**src/ptc_pkg.sv**
```systemverilog
// Shared constants, calibration types and pipeline structures for pressure compensation.
package ptc_pkg;

	localparam int CAL_W     = 48;
	localparam int NUM_CAL   = 4;
	localparam int CFG_IDX_W = 4;
	localparam int RAW_W     = 20;
	localparam int TC_W      = 16;
	localparam int FINE_W    = 32;
	localparam int FINE_IW   = 24;
	localparam int PA_W      = 20;
	localparam int Q_W       = 36;
	localparam int DM_W      = 39;
	localparam int PROD_W    = 76;

	// Register indexes on the configuration port.
	localparam logic [CFG_IDX_W-1:0] REG_TEMP_CAL   = 4'd0;
	localparam logic [CFG_IDX_W-1:0] REG_PRES_CAL_A = 4'd1;
	localparam logic [CFG_IDX_W-1:0] REG_PRES_CAL_B = 4'd2;
	localparam logic [CFG_IDX_W-1:0] REG_PRES_CAL_C = 4'd3;

	localparam int FINE_OFFSET = 128000;
	localparam int P_FULL      = 1048576;
	localparam int DIV_MUL     = 3125;
	localparam int PA_MAX      = 1048575;
	localparam int TC_MAX      = 32767;
	localparam int TC_MIN      = -32768;

	// Unpacked calibration words; signed fields are cast at their use.
	typedef struct packed {
		logic [15:0] t1;
		logic [15:0] t2;
		logic [15:0] t3;
		logic [15:0] p1;
		logic [15:0] p2;
		logic [15:0] p3;
		logic [15:0] p4;
		logic [15:0] p5;
		logic [15:0] p6;
		logic [15:0] p7;
		logic [15:0] p8;
		logic [15:0] p9;
	} cal_t;

	// Temperature section to pressure term section.
	typedef struct packed {
		logic [FINE_IW-1:0] fine;
		logic [RAW_W-1:0]   raw_p;
	} temp_out_t;

	// Values that ride along the divider; only the overflow flag is set at its entry.
	typedef struct packed {
		logic               neg;
		logic               zero;
		logic               ovf;
		logic [TC_W-1:0]    tc;
		logic [FINE_IW-1:0] fine;
	} side_t;

	// Pressure term section to divider.
	typedef struct packed {
		logic [PROD_W-1:0] num;
		logic [DM_W-1:0]   dm;
		side_t             side;
	} term_out_t;

	// Divider to correction section.
	typedef struct packed {
		logic [Q_W-1:0] q;
		side_t          side;
	} div_out_t;

	// One result word.
	typedef struct packed {
		logic [TC_W-1:0]   temperature_centi;
		logic [FINE_W-1:0] fine_temperature;
		logic [PA_W-1:0]   pressure_pa;
		logic              pressure_invalid;
	} res_t;

	function automatic cal_t unpack_cal(input logic [CAL_W-1:0] c0, input logic [CAL_W-1:0] c1,
			input logic [CAL_W-1:0] c2, input logic [CAL_W-1:0] c3);
		cal_t c;
		c.t1 = c0[15:0];
		c.t2 = c0[31:16];
		c.t3 = c0[47:32];
		c.p1 = c1[15:0];
		c.p2 = c1[31:16];
		c.p3 = c1[47:32];
		c.p4 = c2[15:0];
		c.p5 = c2[31:16];
		c.p6 = c2[47:32];
		c.p7 = c3[15:0];
		c.p8 = c3[31:16];
		c.p9 = c3[47:32];
		return c;
	endfunction

endpackage

```
**src/ptc_temp.sv**
```systemverilog
// Four-stage fine temperature pipeline.
module ptc_temp import ptc_pkg::*; (
	input  logic             clk,
	input  logic             arst_n,
	input  logic             en,
	input  logic             in_valid,
	input  logic [RAW_W-1:0] raw_t,
	input  logic [RAW_W-1:0] raw_p,
	input  cal_t             cal,
	output logic             out_valid,
	output temp_out_t        out
);

	logic v_s1, v_s2, v_s3, v_s4;
	logic [RAW_W-1:0] rp_s1, rp_s2, rp_s3, rp_s4;

	logic signed [18:0] v1_d, v1_s1, h;
	logic signed [35:0] pt2_d, pt2_s2, hh_d, hh_s2, hs;
	logic signed [23:0] v2_d, v2_s3;
	logic signed [39:0] pt3_d, pt3_s3;
	logic signed [23:0] fine_d, fine_s4;

	// Stage arithmetic.
	always_comb begin
		v1_d   = 19'($signed({2'b00, raw_t[19:3]})) - 19'($signed({2'b00, cal.t1, 1'b0}));
		h      = v1_s1 >>> 1;
		pt2_d  = 36'(v1_s1) * 36'($signed(cal.t2));
		hh_d   = 36'(h) * 36'(h);
		hs     = hh_s2 >>> 12;
		v2_d   = 24'(pt2_s2 >>> 11);
		pt3_d  = 40'($signed(hs[22:0])) * 40'($signed(cal.t3));
		fine_d = v2_s3 + 24'(pt3_s3 >>> 14);
	end

	// Valid bits.
	always_ff @(posedge clk or negedge arst_n) begin
		if (!arst_n) begin
			v_s1 <= 1'b0;
			v_s2 <= 1'b0;
			v_s3 <= 1'b0;
			v_s4 <= 1'b0;
		end else if (en) begin
			v_s1 <= in_valid;
			v_s2 <= v_s1;
			v_s3 <= v_s2;
			v_s4 <= v_s3;
		end
	end

	// Data registers.
	always_ff @(posedge clk) begin
		if (en) begin
			v1_s1   <= v1_d;
			rp_s1   <= raw_p;
			pt2_s2  <= pt2_d;
			hh_s2   <= hh_d;
			rp_s2   <= rp_s1;
			v2_s3   <= v2_d;
			pt3_s3  <= pt3_d;
			rp_s3   <= rp_s2;
			fine_s4 <= fine_d;
			rp_s4   <= rp_s3;
		end
	end

	assign out_valid = v_s4;
	assign out.fine  = fine_s4;
	assign out.raw_p = rp_s4;

endmodule

```
**config.mk**
```make
export PLATFORM = sky130hd
export DESIGN_NAME = ptc_temp
export DESIGN_NICKNAME = d
export VERILOG_FILES = /design/src/ptc_pkg.sv /design/src/ptc_temp.sv
export SDC_FILE = /design/constraint.sdc
export NUM_CORES = 2
export LEC_CHECK = 0
export BUFFER_PORTS_ARGS = -buffer_cell sky130_fd_sc_hd__buf_4
export CORE_MARGIN = 2
export CORE_UTILIZATION = 31
export DETAILED_ROUTE_END_ITERATION = 16
export GPL_TIMING_DRIVEN = 0
export PLACE_DENSITY = 0.44
export SLEW_MARGIN = 20
export SYNTH_ARGS = -nofsm -noshare
export SYNTH_HDL_FRONTEND = slang
export SYNTH_SLANG_ARGS = --single-unit
```
**constraint.sdc**
```tcl
create_clock -name clk -period 7.35 [get_ports clk]
set_input_delay 1.47 -clock clk [delete_from_list [all_inputs] [get_ports clk]]
set_output_delay 1.47 -clock clk [all_outputs]
set_load 0.05 [all_outputs]
```
## After elaboration in Yosys (flattened, before gate mapping)

Index checks and enable logic that the tools add are counted.

- Flip-flop bits (word level): 258
- Output and inout bits: 45
- Logic and storage cells: 19
- Input bits: 236

- Add/sub/neg operators: 2
- Multipliers: 3

Operators by type and width:

| operator | number |
|---|---|
| 23-bit by 16-bit multiplier with 38-bit output | 1 |
| 17-bit by 17-bit multiplier with 34-bit output | 1 |
| 18-bit by 16-bit multiplier with 34-bit output | 1 |
| 24-bit adder | 1 |
| 17-bit by 17-bit subtractor with 18-bit output | 1 |

## Depth between registers and ports, before layout

- Word-level depth: 1
- Mapped depth: 26
- Mapped depth without buffers: 24

## Worst setup path after synthesis

Ideal clock, no wire load.

- Kind: input-to-reg
- Start: input port cal[164] in the netlist's numbering
- End: register pt2_s2[30], data pin
- Arrival: 6.991 ns
- Buffers on the path: 2
- Data required time: 7.088 ns
- Cell stages on the path: 22
- Slack: 0.097 ns
- Library setup time: 0.262 ns
- Path through: clkbuf_1 clkbuf_1 nand2_1 fa_1 inv_1 fa_1 inv_1 fa_1 fa_1 inv_1 fa_1 fa_1 ha_1 a21o_1 a21o_1 a211oi_1 a21oi_2 o211ai_1 o21ai_0 a21oi_1 o21bai_1 xor2_1

- Cells in the longest elaborated chain, start to end: 1

RTL lines:

| what | line | source |
|---|---|---|
| start, declared | ptc_temp.sv:9 | `input cal_t cal,` |
| 18-bit by 16-bit multiplier with 34-bit output | ptc_temp.sv:27 | `pt2_d = 36'(v1_s1) * 36'($signed(cal.t2));` |
| net pt2_d[30] | ptc_temp.sv:18 | `logic signed [35:0] pt2_d, pt2_s2, hh_d, hh_s2, hs;` |
| end signal, assigned | ptc_temp.sv:55 | `pt2_s2 <= pt2_d;` |
| end, declared | ptc_temp.sv:18 |  |

The timed path passes the listed nets, and every way through them passes these cells.
A chain may end at the register's enable or synchronous reset.

## Final worst setup path

- Start: input port cal[169] in the netlist's numbering
- End: register pt2_s2[31], data pin

The elaborated chain is that of the path after synthesis.

==> qor.log <==
[status] result of the run completed
[timing] Max-Slew Margin vs Limit 23.2%
[critical_path] Worst Setup End Kind flip-flop
[global_routing] global routing usage summed across all routing layers 17.9%
[timing] setup skew after layout 0.0468 ns
[critical_path] Worst setup SP type input pin
[route] number of iterations in the first detailed-routing pass 5
[yosys] library cell with the highest instance count after synthesis inv_1
[timing] setup repair after global routing missed its margin true
[timing] maximum achievable frequency 138 MHz
[layout] area of all sequential standard cells 6530 um^2
[yosys] sequential-to-total area share from yosys stat 16.2%
[critical_path] number of buffers and inverters on the critical path 8
[floorplanning] total core area 129000 um^2
[yosys] top-area cell type share of the netlist area 45.0%
[layout] Final Util 34.8%
[critical_path] Worst EP required 7.62 ns
[critical_path] Worst Path Arrival 7.50 ns
[route] total via count after detailed routing 26400
[timing] worst-case setup margin in the final layout 0.120 ns
[layout] number of inserted filler cells in the final layout 13400
[yosys] Synth async-reset ratio 1.83%
[yosys] dominant cell type by area after synthesis fa_1
[cts] sinks on the clock net 218
[route] drt drc 0
[cts] latest clock arrival within the worst-skew pair 0.61 ns
[timing] sum of negative setup slack 0 ns
[place] Post-Place Worst Slack -2.13 ns
[layout] share of post-route cells with drive strength above 1 7.90%
[global_routing] wire length of the first global-routing pass 178000 um
[cts] Clock Root Buffer clkbuf_16
[critical_path] reg-to-reg critical path startpoint v1_s1[16]$_DFFE_PP_
[route] via-per-instance ratio 4.46
[timing] final period utilization 98.4%
[yosys] Synth area leaders fa_1 (45%), edfxtp_1 (16%), inv_1 (10%)
[floorplanning] DIE AREA 133000 um^2
[place] GPL Wtd Cong 0.848
[cts] clk buf depth 3
[yosys] Post-Synthesis Cell Area 40400 um^2
[floorplanning] IO Count 281
[yosys] count of flip-flops with a built-in enable after synthesis 214
[critical_path] worst-case reg-to-reg path depth 18
[cts] number of clock buffers inserted by TritonCTS 26
[route] average routed wire per standard cell 19.2 um
[layout] synth-to-layout area growth 11.5%
[place] Detailed Place HPWL 96100 um
[timing] Setup violations, final 0
[critical_path] reg2reg end pt2_s2[31]$_DFFE_PP_
[place] number of instances in the placed design 5867
[yosys] Yosys cell types 58
[yosys] count of synthesis-stage warnings from yosys 0
[yosys] cell count after synthesis 3996
[global_routing] largest net degree at the start of global routing 97
[layout] filler-free cell count of the finished design 5923
[place] port buffer count 127
[floorplanning] initial standard-cell utilization of the core 31.2%
[layout] number of nets in the layout 5600
[global_routing] overall overflow remaining after global route 0
[critical_path] critical path class input pin to flip-flop
[yosys] Commonest cells post-synth inv_1 (1090), fa_1 (908), nand2_1 (492)
[floorplanning] Die X 365 um
[worst_hold_path] start point of the worst hold path rp_s3[19]$_DFFE_PP_
[yosys] Synthesized Nets 5437
[timing] hold violation total from the final report 0
[global_routing] via count of the first global-routing pass 29000
[timing] Worst-Margin Slew 1.15 ns
[cts] clock transition at the registers of the reported paths 0.06 ns
[floorplanning] Die Height 365 um
[floorplanning] standard-cell rows 132
[worst_hold_path] type of the most critical hold path flip-flop to flip-flop
[cts] number of H-tree levels 1
[global_routing] number of antenna violations at the first check in global routing 6
[yosys] main flop type after synthesis edfxtp_1
[cts] TritonCTS clock tree done
[critical_path] Critical Path, Cell by Cell clkbuf_8, clkbuf_16, nand2_1, fa_1, inv_1, fa_1, inv_1, fa_1, inv_1, fa_1, inv_1, fa_1, inv_1, fa_2, ha_4, and4_4, and4_1, a22oi_2, a21oi_4, buf_12, o211ai_1, and3_4, xnor2_1
[route] Starting DRT DRC Count 1380
[route] Routed Wire Length 114000 um
[timing] Final Max Slew Viols 0
[critical_path] worst reg-to-reg setup slack 0.15 ns
[layout] footprint of the multi-input gates 29500 um^2
[route] Routed Antenna Nets 0
[yosys] post-synthesis average cell area 10.1 um^2
[yosys] post-synthesis sequential element count 218
[critical_path] delay of the slowest cell on the worst path 0.77 ns
[critical_path] slowest cell on the critical path xnor2_1
[timing] shortest period the worst path allows 7.23 ns
[critical_path] kind of cell with the highest combined delay on the critical path adder cells
[worst_hold_path] worst hold path stage count 0
[run] number of maximum-capacitance constraint violations 0
[cts] number of hold buffers added after cts 0
[worst_hold_path] capture endpoint of the worst hold path rp_s4[19]$_DFFE_PP_
[critical_path] highest net fanout along the worst path 10
==> cell usage in the layout (no fill, tap or decap), types with 7 or more instances in the layout <==
cell	count
nand2b_1	18
ha_1	295
xnor2_2	8
clkbuf_2	58
clkbuf_16	28
and2_1	289
nand4_1	9
fa_1	901
a21oi_2	10
xnor2_1	96
nor2b_1	16
o211ai_1	11
nand2_1	492
fa_2	7
buf_4	141
o21bai_1	7
nor3_1	16
nor2_1	110
o21a_1	14
or3_1	7
a21oi_1	62
clkbuf_1	38
inv_1	1090
o21ai_0	29
xor2_1	23
nand3_1	18
a21o_1	31
and3_1	9
clkbuf_4	11
edfxtp_1	214
==> sequential cells by signal, indices dropped and copies added, names as in the netlist <==
name / count
rp_s1: 20
rp_s4: 20
fine_s4: 24
rp_s2: 20
rp_s3: 20
v2_s3: 23
pt2_s2: 23
v_s1: 1
pt3_s3: 24
v1_s1: 18
v_s3: 1
hh_s2: 22
out_valid: 1
v_s2: 1
==> layout make-up <==
cell class              count  share of cell area [%]
multi-input cells        2557                    65.5
flip-flops and latches    218                    14.5
inverters                1091                    9.10
well taps                1742                    4.84
repair buffers            144                    2.61
plain buffers             121                    1.57
clock buffers              30                    1.48
clock inverters            17                   0.361
diodes                      3                  0.0167
==> worst reg2reg max path: stages, from the launching register on <==
cell      delay, ns
edfxtp_1       0.67
clkbuf_1       0.83
and2_1         0.28
fa_1           0.42
fa_1           0.59
fa_1           0.47
fa_1           0.46
fa_1           0.51
inv_1          0.05
fa_1           0.47
inv_1          0.04
ha_1           0.32
inv_1          0.07
nor2_1         0.10
o211ai_1       0.10
a21oi_2        0.33
o211ai_1       0.18
and3_4         0.20
xnor2_1        0.77
==> layer usage <==
layer | wire length [um] | up-vias | GRT usage (%)
li1 | - | 12100 | -
met1 | 51600 | 13800 | 24.8
met2 | 55800 | 483 | 30.7
met3 | 4910 | 68 | 2.00
met4 | 1570 | 0 | 2.58
met5 | 0 | - | 0
==> how the worst max path moves through the flow <==
stage,from,endpoint,slack (ns),depth (start not counted)
after detailed placement,cal[168],pt2_s2[33]$_DFFE_PP_,-2.13,24
final,cal[169],pt2_s2[31]$_DFFE_PP_,0.12,23
after global routing,cal[162],pt2_s2[31]$_DFFE_PP_,-0.04,23
after global placement,cal[168],pt2_s2[33]$_DFFE_PP_,-2.13,24
after floorplan,cal[164],pt2_s2[30]$_DFFE_PP_,0.1,22
after CTS,cal[167],pt2_s2[33]$_DFFE_PP_,0.009,23
==> what timing repair did <==
action	in CTS	in global routing
pin swaps	8	19
buffers inserted	9	5
gates resized for setup	106	149
endpoints found under the hold margin	0	0
endpoints found under the setup margin	35	29
==> logic make-up (layout without fill, tap and decap cells) <==
group | count (synthesis) | after routing | share of synthesized area, %
fa+ha+maj | 1205 | 1205 | 54.3
mux | 4 | 4 | 0.112
simple gates | 1000 | 1000 | 11.7
flops | 218 | 218 | 16.2
compound gates | 217 | 217 | 3.56
other cells | 0 | 3 | 0
buf+inv | 1221 | 1403 | 11.4
xor+xnor | 131 | 131 | 2.84
==> per-stage QoR <==
stage	cell area (um^2)	hold slack (ns)
floorplan	40400	0.400
global route	45000	0.387
finish	45000	0.381
CTS	44800	0.362
global placement	43500	0.400
detailed placement	43600	0.405
Power is left out: the tool's default activity adds up to more than one toggle a clock period on the data nets, which glitch-free logic cannot reach.
